File: src/rtl/smeu_ram.sv
// Generic single-write, single-read RAM with registered read data.
// No dependencies.
module smeu_ram #(
  parameter int WIDTH = 32,
  parameter int DEPTH = 64
) (
  input  logic                     clk,
  input  logic                     wr_en,
  input  logic [$clog2(DEPTH)-1:0] wr_addr,
  input  logic [WIDTH-1:0]         wr_data,
  input  logic                     rd_en,
  input  logic [$clog2(DEPTH)-1:0] rd_addr,
  output logic [WIDTH-1:0]         rd_data
);

  logic [WIDTH-1:0] mem [DEPTH];

  always_ff @(posedge clk) begin
    if (wr_en) begin
      mem[wr_addr] <= wr_data;
    end
    if (rd_en) begin
      rd_data <= mem[rd_addr];
    end
  end

endmodule

File: config.mk
export PLATFORM = sky130hd
export DESIGN_NAME = smeu_ram
export DESIGN_NICKNAME = d
export VERILOG_FILES = /design/src/rtl/smeu_ram.sv
export SDC_FILE = /design/constraint.sdc
export NUM_CORES = 2
export LEC_CHECK = 0
export ABC_AREA = 1
export ABC_CLOCK_PERIOD_IN_PS = 5900
export BUFFER_PORTS_ARGS = -buffer_cell sky130_fd_sc_hd__buf_2
export CAP_MARGIN = 15
export CORE_UTILIZATION = 36
export DETAILED_ROUTE_END_ITERATION = 8
export HOLD_SLACK_MARGIN = 0.03
export PLACE_DENSITY_LB_ADDON = 0.05
export SLEW_MARGIN = 0
export SYNTH_ARGS = -nofsm -noshare
export SYNTH_HDL_FRONTEND = slang
export SYNTH_SLANG_ARGS = --single-unit
File: constraint.sdc
create_clock -name clk -period 5.9 [get_ports clk]
set_input_delay 0.295 -clock clk [delete_from_list [all_inputs] [get_ports clk]]
set_output_delay 0.295 -clock clk [all_outputs]
set_load 0.01 [all_outputs]
==> impl_metrics.py <==
metrics = {
    "timing": {
        "rsz0062_at_grt": "no",
        "relSlewSlack": 0.187,
        "finalClockSkew_ps": 39.5,
        "fin_ws_ps": 2930,
        "min_period_over_period": 0.504,
        "hold_viol_final": 0,
        "maxSlewViolCount": 0,
        "fmax_ghz": 0.336,
        "finalCriticalPeriod_ps": 2970,
        "final-setup-viol-count": 0,
        "fin_setup_tns_ps": 0,
        "worst_slew_pin_slew_ps": 1220,
        "finalHoldWorstSlack_ps": 142,
    },
    "logic_synthesis": {
        "syn_area_um2": 83100,
        "yosysTopAreaCellShare": 0.752,
        "syn-instance-count": 6769,
        "yosys_warnings": 0,
        "synth_cell_types": 15,
        "synth_top_area_cell": "edfxtp_1",
        "synth_fp_nets": 6816,
        "synth_seq_cells": 2080,
        "avgSynthCellArea_um2": 12.3,
        "ys_seq_area_frac": 0.752,
        "yosys-top-cells-area": "edfxtp_1 (75%), nand3_1 (11%), nand2_1 (10%), buf_2 (1.7%), buf_4 (0.41%)",
    },
    "status": {
        "status": "finished clean",
    },
    "grt": {
        "grt-busiest-layer": "met2",
        "gr-usage-met2": 0.403,
        "grt_max_degree": 185,
        "use_met1": 0.345,
        "grt_overflow": 0,
        "first_global_vias": 50994,
        "grtUsageTotal": 0.247,
        "antenna_found_initial": 18,
        "met3_usage": 0.0309,
        "grt_pass1_wl_um": 406000,
    },
    "critical_path": {
        "start_kind": "input port",
        "critPathMaxFanout": 184,
        "arrival_ps": 3690,
        "required_ps": 6620,
        "r2r_slack_ps": 3840,
        "r2r_end": "rd_data[6]",
        "worstReg2RegStart": "mem[51][6]",
        "endpoint_kind": "flip-flop",
        "path_class": "in2reg",
        "r2r_cells": 8,
    },
    "detailed_routing": {
        "viasPerCell": 5.37,
        "wl_um": 289000,
        "antenna_left": 0,
        "wl_per_cell_um": 28.9,
        "drt_pre_antenna_iters": 5,
        "vias": 53763,
        "drtIter0Drc": 5741,
        "drc_errors": 0,
    },
    "die": {
        "die_area_um2": 233000,
        "coreArea_um2": 228000,
        "die_h_um": 482,
        "initial_utilization": 0.364,
        "rows": 175,
        "die_w_um": 482,
        "pin_count": 79,
    },
    "min_path": {
        "hold_class": "in2reg",
        "min_to": "mem[29][7]",
        "min_from": "wr_data[7]",
        "hold_path_depth": 2,
    },
    "cts": {
        "cts_root_buf": "clkbuf_16",
        "clock_latency_ps": 860,
        "post_cts_resized": 0,
        "cts_tree": "done",
        "cts_sinks": 2080,
        "clk_path_buf_depth": 3,
        "cts_hold_buf": 2,
        "numCtsBuffers": 228,
        "clkTransAtPathRegs_ps": 70,
        "cts-htree-levels": 4,
        "post_cts_buffers": 0,
    },
    "finish": {
        "syn2layout_area_growth_pct": 13.5,
        "drive_gt1_frac": 0.0875,
        "fin_nets": 6849,
    },
    "place": {
        "hpwl_um": 151000,
        "gp_congestion": 0.804,
        "port_buffers": 78,
        "dp_worst_setup_slack_ps": 2210,
    },
    "power": {
        "vdd_drop_max_mv": 0.281,
        "leakagePower_nw": 32.7,
        "finalPower_w": 0.0323,
        "powerDensity_nw_per_um2": 342,
    },
    "flow_run": {
        "drv_cap": 0,
    },
}
[cell usage after synthesis]
library cell / instances
clkbuf_1: 77
buf_6: 3
inv_4: 1
buf_1: 40
nor2_1: 56
inv_2: 2
buf_8: 2
edfxtp_1: 2080
nand4_1: 9
buf_2: 282
inv_1: 9
buf_4: 45
nand3_1: 1907
nand2_1: 2248
nor4_1: 8
[sequential cells by signal, summed over array words and instances (netlist names)]
name and cells:
mem 2048, rd_data 32
[worst max path at each step]
stage | from | to
6_report | rd_addr[0] | rd_data[3]
3_5_place_dp | rd_addr[0] | rd_data[3]
3_3_place_gp | rd_addr[0] | rd_data[3]
2_1_floorplan | wr_en | mem[48][0]
5_1_grt | rd_addr[0] | rd_data[3]
4_1_cts | rd_addr[0] | rd_data[3]
[layer usage]
| layer | part of all wire | up-vias |
|---|---|---|
| met5 | 0 | - |
| met4 | 0.028 | 0 |
| met3 | 0.048 | 367 |
| met2 | 0.48 | 1539 |
| met1 | 0.45 | 27597 |
| li1 | - | 24260 |
[placed cells by master (no fill, tap or decap)]
cell,Yosys,final
clkinv_16,0,1
bufinv_16,0,17
buf_8,2,3
clkinv_8,0,3
dlygate4sd3_1,0,2
nand4_1,9,9
clkbuf_16,0,231
nor4_2,0,8
buf_6,3,1
clkinv_2,0,34
buf_4,45,146
nand3_1,1907,1907
buf_2,282,72
inv_8,0,2
clkinvlp_4,0,2
clkinv_1,0,60
clkbuf_1,77,58
inv_16,0,2
inv_6,0,5
nor2_4,0,56
buf_12,0,28
inv_1,9,7
nand2_1,2248,2248
diode_2,0,15
edfxtp_1,2080,2080
[worst max-delay path: stages]
cell and delay, ps:
buf_8 190, inv_16 560, buf_4 700, nand2_1 100
nand3_1 110, nand3_1 90, nand2_1 120, nand2_1 110
nand3_1 400, nand3_1 440, nand2_1 170
[per-stage QoR]
step	instance area (um^2)	std cells	utilization
3_5_place_dp	87100	9579	0.382
4_1_cts	94200	9991	0.413
3_3_place_gp	87100	9577	0.381
2_1_floorplan	83100	6769	-
6_report	94300	10006	0.413
5_1_grt	94200	9999	0.413
[cell families after synthesis]
kind of cell,Yosys count,share of synthesized area
buffers and inverters,461,0.0277
AND/OR/NAND/NOR,4228,0.220
flip-flops,2080,0.752
[report_power, final]
group	switching, W	total, W	internal [W]
sequential	0.0000607	0.0165	0.0164
clock	0.00590	0.0138	0.00786
combinational	0.00162	0.00207	0.000441
total	0.00758	0.0323	0.0247
[area by class of cell]
class | count | area [um^2]
Antenna cell | 15 | 37.5
Clock buffer | 289 | 6000
Clock inverter | 121 | 1050
Fill cell | 21545 | 134000
Inverter | 12 | 82.6
Multi-Input combinational cell | 4228 | 18800
Sequential cell | 2080 | 62500
Tap cell | 3009 | 3760
Timing Repair Buffer | 252 | 2090
Note: power is estimated with default switching activity, not from simulation.
