==> config.mk <==
export PLATFORM = sky130hd
export DESIGN_NAME = smeu_div
export DESIGN_NICKNAME = d
export VERILOG_FILES = /design/src/rtl/smeu_pkg.sv /design/src/rtl/smeu_div.sv
export SDC_FILE = /design/constraint.sdc
export NUM_CORES = 1
export LEC_CHECK = 0
export ABC_AREA = 1
export BUFFER_PORTS_ARGS = -buffer_cell sky130_fd_sc_hd__buf_2
export CELL_PAD_IN_SITES_DETAIL_PLACEMENT = 0
export CELL_PAD_IN_SITES_GLOBAL_PLACEMENT = 1
export CORE_UTILIZATION = 40
export DETAILED_ROUTE_END_ITERATION = 12
export HOLD_SLACK_MARGIN = 0.12
export PLACE_DENSITY = 0.82
export SYNTH_ARGS = -nofsm -noshare
export SYNTH_HDL_FRONTEND = slang
export SYNTH_SLANG_ARGS = --single-unit
==> constraint.sdc <==
create_clock -name clk -period 2.68 [get_ports clk]
set_input_delay 0.402 -clock clk [delete_from_list [all_inputs] [get_ports clk]]
set_output_delay 0.402 -clock clk [all_outputs]
set_load 0.05 [all_outputs]
==> src/rtl/smeu_pkg.sv <==
// Types and codes for the stack machine execute unit.
// No dependencies.
package smeu_pkg;

  typedef enum logic [4:0] {
    OP_PUSH     = 5'd0,
    OP_DUP      = 5'd1,
    OP_COPY     = 5'd2,
    OP_SWAP     = 5'd3,
    OP_POP      = 5'd4,
    OP_SLIDE    = 5'd5,
    OP_ADD      = 5'd6,
    OP_SUB      = 5'd7,
    OP_MUL      = 5'd8,
    OP_DIV      = 5'd9,
    OP_MOD      = 5'd10,
    OP_STORE    = 5'd11,
    OP_RETRIEVE = 5'd12,
    OP_PUTC     = 5'd13,
    OP_PUTI     = 5'd14,
    OP_READC    = 5'd15,
    OP_READI    = 5'd16
  } op_t;

  typedef enum logic [2:0] {
    ST_OK      = 3'd0,
    ST_FULL    = 3'd1,
    ST_EMPTY   = 3'd2,
    ST_TOOFEW  = 3'd3,
    ST_RANGE   = 3'd4,
    ST_NOMATCH = 3'd5,
    ST_DIVZERO = 3'd6
  } status_t;

  typedef enum logic [3:0] {
    S_CLEAR,
    S_IDLE,
    S_CHK,
    S_RDB,
    S_GETB,
    S_EXE,
    S_DIV,
    S_WB,
    S_WB2,
    S_HRD,
    S_FIN
  } state_t;

  typedef struct packed {
    logic [4:0]         func;
    logic signed [31:0] param;
    logic signed [31:0] read_value;
  } in_t;

  typedef struct packed {
    logic [2:0]         status;
    logic               emit_valid;
    logic signed [31:0] emit_value;
    logic               emit_is_char;
    logic [6:0]         depth;
  } out_t;

  typedef struct packed {
    logic start;
    logic is_mod;
  } div_req_t;

  typedef struct packed {
    logic        done;
    logic [31:0] value;
  } div_rsp_t;

endpackage

==> src/rtl/smeu_div.sv <==
// Signed 32-bit divider, one quotient bit per cycle, truncating toward zero.
// Depends on smeu_pkg.
module smeu_div import smeu_pkg::*; (
  input  logic        clk,
  input  logic        rst_n,
  input  div_req_t    req,
  input  logic [31:0] dividend,
  input  logic [31:0] divisor,
  output div_rsp_t    rsp
);

  logic        busy_r, busy_nxt;
  logic        done_r, done_nxt;
  logic [4:0]  cnt_r, cnt_nxt;
  logic [31:0] rem_r, rem_nxt;
  logic [31:0] quo_r, quo_nxt;
  logic [31:0] dvs_r, dvs_nxt;
  logic        qneg_r, qneg_nxt;
  logic        rneg_r, rneg_nxt;
  logic        mod_r, mod_nxt;
  logic [32:0] trial;

  always_comb begin
    busy_nxt = busy_r;
    done_nxt = 1'b0;
    cnt_nxt  = cnt_r;
    rem_nxt  = rem_r;
    quo_nxt  = quo_r;
    dvs_nxt  = dvs_r;
    qneg_nxt = qneg_r;
    rneg_nxt = rneg_r;
    mod_nxt  = mod_r;
    trial    = {rem_r, quo_r[31]} - {1'b0, dvs_r};
    if (req.start) begin
      busy_nxt = 1'b1;
      cnt_nxt  = '0;
      rem_nxt  = '0;
      quo_nxt  = dividend[31] ? -dividend : dividend;
      dvs_nxt  = divisor[31] ? -divisor : divisor;
      qneg_nxt = dividend[31] ^ divisor[31];
      rneg_nxt = dividend[31];
      mod_nxt  = req.is_mod;
    end else if (busy_r) begin
      if (!trial[32]) begin
        rem_nxt = trial[31:0];
      end else begin
        rem_nxt = {rem_r[30:0], quo_r[31]};
      end
      quo_nxt = {quo_r[30:0], ~trial[32]};
      cnt_nxt = cnt_r + 5'd1;
      if (cnt_r == 5'd31) begin
        busy_nxt = 1'b0;
        done_nxt = 1'b1;
      end
    end
  end

  always_ff @(posedge clk) begin
    if (!rst_n) begin
      busy_r <= 1'b0;
      done_r <= 1'b0;
    end else begin
      busy_r <= busy_nxt;
      done_r <= done_nxt;
    end
    cnt_r  <= cnt_nxt;
    rem_r  <= rem_nxt;
    quo_r  <= quo_nxt;
    dvs_r  <= dvs_nxt;
    qneg_r <= qneg_nxt;
    rneg_r <= rneg_nxt;
    mod_r  <= mod_nxt;
  end

  assign rsp.done  = done_r;
  assign rsp.value = mod_r ? (rneg_r ? -rem_r : rem_r) : (qneg_r ? -quo_r : quo_r);

endmodule

==> metrics.txt, run 1 <==
status=finished clean; syn_nets=1861; CTS tree=yes; via count=11.21k; Hold Path Class=in2reg; asr flop ratio synth=0; Sink Count=roughly 110; ant diodes=0; GP Congestion=around 0.9; synthesized instance count=between 1.5k and 2k; Detailed Place HPWL=~27000 um; fin crit period=2659 ps; critical path's slowest cell=dfxtp_4; crit-path cells=inv_4 > buf_4 > nand3_1 > nor3_2 > nand3_1 > nor2_4 > nand4_1 > nand3_1 > nand2_1 > o21ai_4 > buf_6; Skew-Pair Late Insertion Delay=370 ps; Arrival @ worst endpoint=2260 ps; CP max stage delay=~360 ps; unrepaired setup endpoints after global routing=yes; crit end category=output port; gr ovfl total=0; post-synthesis cell type count=45; worst endpoint required time=2280 ps; die area=26790 sq um; first-iteration detailed-routing DRC count=1054; synthesized cell area=approximately 10000 sq um; Leakage=6.611 nW; skew final=15.27 ps; Avg Synthesized Cell Area=just under 6 sq um; Seq/Total Area, Yosys=0.2671; top cell type's share of synthesized area=0.1989; clock buffer depth=2; initial antenna violation count=0; Final Hold Fails=0; top_reg_cell synth=edfxtp_1; core region area=approximately 25000 sq um; WL final=approximately 34000 um; htree depth=3; Max Cap Violations=0; I/O pins=a little over 100; wire per inst=about 15 um; crit start category=flip-flop; row cnt=a little under 60; PortBufs=100; TritonRoute pass-1 iters=5; fmax=376.1 MHz; share of layout cells above drive strength 1=0.1547; VDD IR-drop max=0.2861 mV; initial core utilization=0.4117; Seq cells post-synth=106; Area contributors post-synth=nand2_1 (20%), edfxtp_1 (19%), inv_1 (11%), nand3_1 (7.8%), dfxtp_1 (7.5%); final net count=1990; vias in the first global route=approximately 10k; post-route cell area=12590 sq um; root buf cell=clkbuf_16; gr usage total=0.2512; Chip Height=163.7 um; period utilisation layout=0.9922; Setup CP Type=reg2out; die width=163.7 um; Max FO, Critical Path=3; Worst-Margin Slew=663.6 ps; EDFF count, synth=67; first-pass GRT wire length=52500 um; # fillers=between 2k and 3k; Top cell by count, worst path=nand3_1; pwr dens=397.6 nW/um^2; dpl cell area=11520 sq um; Vias/cell=5.055; pins over their slew limit=0; area delta synth->final=20.38%; DRC=0; Util after Layout=0.4956; Antenna Nets Post-Route=0; largest net degree at the start of global routing=38; Max-slew headroom=0.5571; cts bufs inserted=9; final setup fails=0; Synth area leader=nand2_1; clock-pin transition on the worst setup and hold timing paths=80 ps; Yosys Warn Count=0
path summary, 6_finish.rpt:
| path | from | end | slack (ps) | cells after the start |
|---|---|---|---|---|
| hold / removal | req[0] | mod_r | 210 | 1 |
| setup reg to reg | rem_r[14] | rem_r[16] | 150 | 15 |
| setup / recovery | rem_r[1] | rsp[25] | 20 | 11 |
| hold reg to reg | rem_r[24] | rem_r[24] | 500 | 2 |
power breakdown:
part           internal, mW  switching [mW]  total [mW]  leakage, nW
Clock                 0.657           0.704        1.36        0.139
Sequential             1.88          0.0859        1.97        0.988
Combinational         0.550            1.13        1.68         5.48
cell usage after synthesis, types with 6 or more instances:
cell	count
a21oi_1	65
and2_1	7
clkbuf_1	34
dfxtp_1	39
edfxtp_1	67
ha_1	38
inv_1	305
inv_2	8
nand2_1	554
nand2_2	6
nand3_1	162
nand4_1	25
nor2_1	170
nor3_1	33
o211ai_1	7
o21ai_0	106
o21ai_1	7
o31ai_1	6
xnor2_1	25
xor2_1	36
through the flow:
step                std cells  hold slack (ps)  setup TNS [ps]  worst slack (ps)  power (mW)
detailed placement       2182            479.5               0             50.40       3.478
floorplan                1754            448.8          -12.71            -12.71       2.997
global route             2218            203.6           -1128            -100.8       5.253
CTS                      2201            199.4               0            0.6464       4.892
finish                   2218            212.5               0             20.91       5.004
global placement         2182            473.3               0             101.1       3.470
registers in the layout, indices dropped and copies added, names as in the netlist:
| signal | count |
|---|---|
| done_r | 1 |
| qneg_r | 1 |
| rem_r | 32 |
| mod_r | 1 |
| quo_r | 32 |
| dvs_r | 32 |
| cnt_r | 5 |
| rneg_r | 1 |
| busy_r | 1 |
layer usage:
| metal | track usage | wire [um] | share of wire |
|---|---|---|---|
| met4 | 0.04714 | 430 | 0.013 |
| met2 | 0.3960 | 14830 | 0.44 |
| met5 | 0 | 0 | 0 |
| met3 | 0.02235 | 1506 | 0.045 |
| met1 | 0.3714 | 16840 | 0.50 |
cells by family (layout without fill, tap and decap cells):
family / Yosys count / after routing / synth area share
AO/OA/AOI/OAI: 212 / 212 / 0.1095
flip-flops: 106 / 106 / 0.2671
AND/OR/NAND/NOR: 979 / 980 / 0.3928
adder cells (fa/ha/maj): 39 / 39 / 0.04739
XOR/XNOR: 61 / 61 / 0.05109
buffers and inverters: 357 / 490 / 0.1321
cells in the final DEF (no fill, tap or decap), drive strengths merged, types with 35 or more instances in the layout:
master    n
nand3   163
inv     316
nor2    172
dfxtp    39
nor3     35
o21ai   114
edfxtp   67
ha       38
xor2     36
buf     158
nand2   564
a21oi    65
final cells by class:
| class | instances | area, sq um | area share |
|---|---|---|---|
| sequential | 106 | 2803 | 0.2227 |
| clock inverter | 6 | 58.81 | 0.004672 |
| tap | 330 | 412.9 | 0.03280 |
| multi-input combinational | 1292 | 6765 | 0.5375 |
| timing repair buffer | 159 | 1131 | 0.08986 |
| inverter | 315 | 1187 | 0.09433 |
| clock buffer | 10 | 229.0 | 0.01819 |
worst max-delay path: cells and delay by family (launching register included):
family	cells	cell delay (ps)
compound gates	1	150
flops	1	360
buf+inv	3	350
simple gates	7	1030
repair_timing:
item | in CTS | in global routing
pin swaps | 5 | 27
buffers inserted | 3 | 15
gates resized for setup | 64 | 121
hold buffers | 0 | 0
setup endpoints to repair | 21 | 55
cloned | 0 | 2
(Power assumes the default switching activity.)
==> inputs of run 2 (changes only) <==
Settings changed: RECOVER_POWER from default to 50.
Clock period 2.68 ns to 2.7 ns, I/O delays scaled along.
==> run 2 against run 1 <==
Global-route usage up 0.14 points. Non-clock buffer count up 3. Via count up 1.3%. Largest cell class unchanged. Clock-buffer cell count unchanged. First-iteration DRC count down 1.1%. Combinational power about the same. Cell count about the same. Final area about the same.
==> metrics.txt, run 2 (synthesized netlist as in run 1, its figures left out) <==
initial core utilization=0.4117 (unchanged); Leakage=6.628 nW (was 6.611 nW); fmax=378.3 MHz; Antenna Nets Post-Route=0 (unchanged); crit-path cells=inv_2 > ha_4 > nand3_4 > nor2_4 > nand4_1 > nand2_2 > nand3_4 > a21oi_1 > o21ai_0 > nand2_1 > buf_6 (was inv_4 > buf_4 > nand3_1 > nor3_2 > nand3_1 > nor2_4 > nand4_1 > nand3_1 > nand2_1 > o21ai_4 > buf_6); worst hold path depth=1 (unchanged); Detailed Place HPWL=26990 um (was 26910 um); status=finished clean (unchanged); PortBufs=100 (unchanged); Max Cap Violations=0 (unchanged); VDD IR-drop max=0.3318 mV (was 0.2861 mV); Crit path depth=11 (unchanged); TritonRoute pass-1 iters=5 (unchanged); die width=163.7 um (unchanged); commonest cells after routing, fill and taps aside=nand2_1 (538), inv_1 (294), nor2_1 (149) (was nand2_1 (542), inv_1 (294), nand3_1 (149)); skew final=15.20 ps (was 15.27 ps); Hold Path Class=in2reg (unchanged); cell depth of the worst flop-to-flop path=17 (was 15); commonest non-fill, non-tap cell in the layout=nand2_1 (unchanged); Post-CTS Hold Fix Bufs=0 (unchanged); first-pass GRT wire length=52580 um (was 52500 um); Vias/cell=5.116 (was 5.055); Arrival @ worst endpoint=2240 ps (was 2260 ps); minimum hold slack=211.3 ps (was 212.5 ps); Final Power=5.053 mW (was 5.004 mW); via count=11.36k (was 11.21k); ant diodes=0 (unchanged); DP Cell Count=2174 (was 2182); share of layout cells above drive strength 1=0.1529 (was 0.1547); htree depth=3 (unchanged); pre-CTS WS=47.59 ps (was 50.40 ps); gr usage total=0.2526 (was 0.2512); clock buffer depth=2 (unchanged); Sink Count=106 (unchanged); Worst-Margin Slew=1344 ps (was 663.6 ps); post-route cell area=12580 sq um (was 12590 sq um); CP max stage delay=420 ps (was 360 ps); unrepaired setup endpoints after global routing=yes (unchanged); CTS tree=yes (unchanged); crit start category=flip-flop (unchanged); first-iteration detailed-routing DRC count=1042 (was 1054); Max-slew headroom=0.1041 (was 0.5571); row cnt=58 (unchanged); Skew-Pair Late Insertion Delay=370 ps (about the same); GP Congestion=0.9316 (was 0.9043); Final WS setup=56.66 ps (was 20.91 ps); dpl cell area=11440 sq um (was 11520 sq um); Largest delay share family, worst path=simple AND/OR/NAND/NOR gates (unchanged); period utilisation layout=0.9790; Bufs and invs on worst path=2 (was 3); area delta synth->final=20.33% (was 20.38%); count of non-filler cells in the finished layout=2220 (was 2218); clock-pin transition on the worst setup and hold timing paths=80 ps (about the same); worst endpoint required time=2300 ps (was 2280 ps); Chip Height=163.7 um (unchanged); I/O pins=101 (unchanged); core region area=25400 sq um (unchanged); gr ovfl total=0 (unchanged); Final Hold Fails=0 (unchanged); largest registers=dvs_r x32, quo_r x32, rem_r x32 (unchanged); wire per inst=15.25 um (was 15.15 um); final setup fails=0 (unchanged); Setup CP Type=reg2out (unchanged); pins over their slew limit=0 (unchanged); DRC=0 (unchanged); vias in the first global route=10.19k (was 10.23k); root buf cell=clkbuf_16 (unchanged); die area=26790 sq um (unchanged); WL final=33870 um (was 33610 um); Top cell by count, worst path=nand3_4 (was nand3_1); critical path's slowest cell=edfxtp_1 (was dfxtp_4); largest net degree at the start of global routing=48 (was 38); crit end category=output port (unchanged); final net count=1992 (was 1990); initial antenna violation count=1 (was 0); Max FO, Critical Path=6 (was 3); pwr dens=401.6 nW/um^2 (was 397.6 nW/um^2); fin crit period=~2600 ps; cts bufs inserted=9 (unchanged)
## run 2: metrics by stage
| stage | TNS (ps) | utilization |
|---|---|---|
| 2_1_floorplan | 0 | - |
| 3_3_place_gp | 0 | 0.4503 |
| 3_5_place_dp | 0 | 0.4503 |
| 4_1_cts | -54.74 | 0.4741 |
| 5_1_grt | -1097 | 0.4954 |
| 6_report | 0 | 0.4954 |
## run 2: worst reg2reg max path, cell delays in order (launching register included)
cell and delay (ps):
dfxtp_2 360, inv_2 60, buf_6 120, buf_4 130
fa_2 390, inv_1 90, nand3_1 80, nand2_2 100
nand2_1 50, nand2_1 70, nand2_1 60, nand2_2 110
nand2_4 80, nand2_4 80, nand2_2 80, nand2_8 130
buf_12 150, o21ai_1 70
## run 2: what timing repair did
item / CTS / global route
setup endpoints to repair: 23 / 55
hold endpoints to repair: 0 / 0
pin swaps: 8 / 38
cloned: 0 / 1
setup buffers: 9 / 20
gates resized for setup: 66 / 114
## run 2: routing by layer
layer	part of all wire	track usage
met3	0.064	0.03657
met5	0.00035	0
met4	0.011	0.04293
met1	0.48	0.3646
met2	0.45	0.4006
## run 2: final cells by class
class	instances	area, sq um
fillers	2705	12820
multi-input cells	1291	6783
flip-flops and latches	106	2796
inverters	315	1185
repair buffers	162	1090
well taps	330	412.9
clock buffers	10	229.0
clock inverters	6	86.33
## run 2: worst paths after layout
check	from	endpoint	slack [ps]
max	quo_r[1]	rsp[22]	60
max reg2reg	rem_r[0]	quo_r[0]	200
min reg2reg	cnt_r[2]	cnt_r[2]	500
min	req[0]	mod_r	210
## run 2: power breakdown
part | internal [mW] | leakage [nW] | switching, mW
Combinational | 0.540 | 5.49 | 1.13
Clock | 0.748 | 0.154 | 0.683
Sequential | 1.87 | 0.987 | 0.0874
==> inputs of run 3 (changes only) <==
Settings changed: CORE_UTILIZATION 40 to 38.
Clock period 2.7 ns to 2.4 ns, I/O delays scaled along.
==> run 3 against run 2 <==
The flow now finishes with violations (setup timing). First-iteration DRC count decreased by 13%. Clock skew is 4.2 ps higher. Combinational power up 39%. Final area rose by 17%. Non-clock buffer count is 131 higher. Sequential share of layout area decreased by 3.1 points. Clock-buffer cell count decreased by 1. Critical path type unchanged. Highest routed layer unchanged.
==> metrics.txt, run 3 (synthesized netlist as in run 1, its figures left out) <==
TritonRoute pass-1 iters=5 (unchanged); critical path's slowest cell=dfxtp_2 (was edfxtp_1); Final Power=6.049 mW (was 5.053 mW); period utilisation layout=1.095; Max-slew headroom=0.07240 (was 0.1041); Leakage=7.623 nW (was 6.628 nW); Worst-Margin Slew=1391 ps (was 1344 ps); share of layout cells above drive strength 1=0.2856 (was 0.1529); final net count=2126 (was 1992); failing checks=setup timing; # fillers=2581 (was 2705); clock buffer depth=2 (unchanged); htree depth=3 (unchanged); RR Endpoint=rem_r[13] (was quo_r[0]); CTS tree=yes (unchanged); GR peak layer=met2 (unchanged); core region area=26950 sq um (was 25400 sq um); final setup fails=58 (was 0); skew final=19.37 ps (was 15.20 ps); Skew-Pair Late Insertion Delay=370 ps (about the same); die width=167.9 um (was 163.7 um); gr ovfl total=0 (unchanged); Detailed Place HPWL=28250 um (was 26990 um); commonest cells after routing, fill and taps aside=nand2_1 (481), inv_1 (289), buf_4 (159) (was nand2_1 (538), inv_1 (294), nor2_1 (149)); crit start category=flip-flop (unchanged); Vias/cell=5.079 (was 5.116); Final Hold Fails=0 (unchanged); Max Cap Violations=0 (unchanged); hold_sp=req[0] (unchanged); commonest non-fill, non-tap cell in the layout=nand2_1 (unchanged); Final WS setup=-227.2 ps (was 56.66 ps); GR Layer Usage met2=0.4147 (was 0.4006); GP Congestion=0.9540 (was 0.9316); area delta synth->final=40.54% (was 20.33%); largest net degree at the start of global routing=67 (was 48); VDD IR-drop max=0.3301 mV (was 0.3318 mV); initial core utilization=0.3880 (was 0.4117); Chip Height=167.9 um (was 163.7 um); setup TNS=-6519 ps (was 0 ps); Max FO, Critical Path=6 (unchanged); GRT met1 Usage=0.3703 (was 0.3646); ant diodes=0 (unchanged); DP Cell Count=2306 (was 2174); vias in the first global route=11.03k (was 10.19k); Hold Path Class=in2reg (unchanged); Sink Count=106 (unchanged); root buf cell=clkbuf_16 (unchanged); cts bufs inserted=9 (unchanged); fmax=~380 MHz; crit-path cells=inv_2 > ha_4 > inv_2 > nor3_2 > buf_4 > nand2_4 > inv_4 > nand2_4 > o21ai_4 > nand3_4 > o21ai_2 > nand2_2 > o21ai_4 > buf_6 (was inv_2 > ha_4 > nand3_4 > nor2_4 > nand4_1 > nand2_2 > nand3_4 > a21oi_1 > o21ai_0 > nand2_1 > buf_6); count of non-filler cells in the finished layout=2365 (was 2220); Arrival @ worst endpoint=2270 ps (was 2240 ps); first-iteration detailed-routing DRC count=909 (was 1042); I/O pins=101 (unchanged); worst endpoint required time=2040 ps (was 2300 ps); crit end category=output port (unchanged); Critical Path Start=rem_r[1] (was quo_r[1]); pwr dens=411.6 nW/um^2 (was 401.6 nW/um^2); Post-CTS Hold Fix Bufs=0 (unchanged); unrepaired setup endpoints after global routing=yes (unchanged); Setup CP Type=reg2out (unchanged); wire per inst=15.59 um (was 15.25 um); reg2reg start=quo_r[31] (was rem_r[0]); status=complete, but fails checks (was finished clean); WL final=36870 um (was 33870 um); cell depth of the worst flop-to-flop path=20 (was 17); Antenna Nets Post-Route=0 (unchanged); GRT met3 Usage=0.02374 (was 0.03657); R2R setup slack=-150 ps (was 200 ps); gr usage total=0.2589 (was 0.2526); first-pass GRT wire length=57410 um (was 52580 um); PortBufs=100 (unchanged); initial antenna violation count=1 (unchanged); pre-CTS WS=-239.8 ps (was 47.59 ps); clock-pin transition on the worst setup and hold timing paths=80 ps (about the same); CP max stage delay=330 ps (was 420 ps); via count=12.01k (was 11.36k); Setup crit end=rsp[26] (was rsp[22]); row cnt=60 (was 58); DRC=0 (unchanged); Util after Layout=0.5453 (was 0.4954); fin crit period=2627 ps; largest registers=dvs_r x32, quo_r x32, rem_r x32 (unchanged); pins over their slew limit=0 (unchanged); die area=28180 sq um (was 26790 sq um)
run 3: cell types whose count changed in the layout (fill, tap and decap cells not counted), sizes merged:
cell	before	now
buf	151	287
clkbuf	21	15
nand2	563	566
bufinv	1	0
clkinvlp	0	1
inv	316	317
run 3: repair_timing:
action	in CTS	in global routing
cloned	5	0
hold endpoints to repair	0	0
buffers inserted	31	14
gates resized for setup	277	175
pin swaps	76	81
setup endpoints to repair	62	62
run 3: worst min path at each step:
stage               slack (ps)   endpoint  cells after the start
floorplan                  450  rem_r[24]                      2
global placement           470   cnt_r[2]                      1
detailed placement         480   cnt_r[4]                      1
CTS                        170      mod_r                      1
global route               170      mod_r                      1
finish                     180      mod_r                      1
run 3: cell type report:
class | count | area [sq um] | area share
multi-input combinational | 1294 | 7625 | 0.5189
clock buffer | 9 | 225.2 | 0.01533
timing repair buffer | 293 | 2342 | 0.1594
inverter | 315 | 1187 | 0.08080
clock inverter | 7 | 80.08 | 0.005449
tap | 341 | 426.7 | 0.02903
sequential | 106 | 2809 | 0.1911
run 3: report_power, final:
part,internal [mW],total [mW],leakage (nW),switching (mW)
logic,0.873,2.32,6.49,1.45
clock network,0.747,1.56,0.146,0.813
registers,2.10,2.17,0.990,0.0696
total,3.72,6.05,7.62,2.33
run 3: critical path, delay by kind of cell, from the launching register on:
| family | cells | cell delay [ps] |
|---|---|---|
| compound gates | 3 | 490 |
| fa+ha+maj | 1 | 130 |
| buf+inv | 5 | 500 |
| flops | 1 | 330 |
| simple gates | 5 | 440 |
run 3: layer usage:
layer | part of all wire | vias up
met5 | 0.00035 | -
met1 | 0.48 | 5467
met3 | 0.053 | 54
met2 | 0.45 | 366
met4 | 0.023 | 2
li1 | - | 6122
run 3: metrics by stage:
stage	hold slack (ps)	instance area, sq um
after floorplan	448.8	10510
after global placement	473.5	12430
after detailed placement	481.4	12430
after CTS	166.9	14040
after global routing	170.6	14700
final	180.2	14700
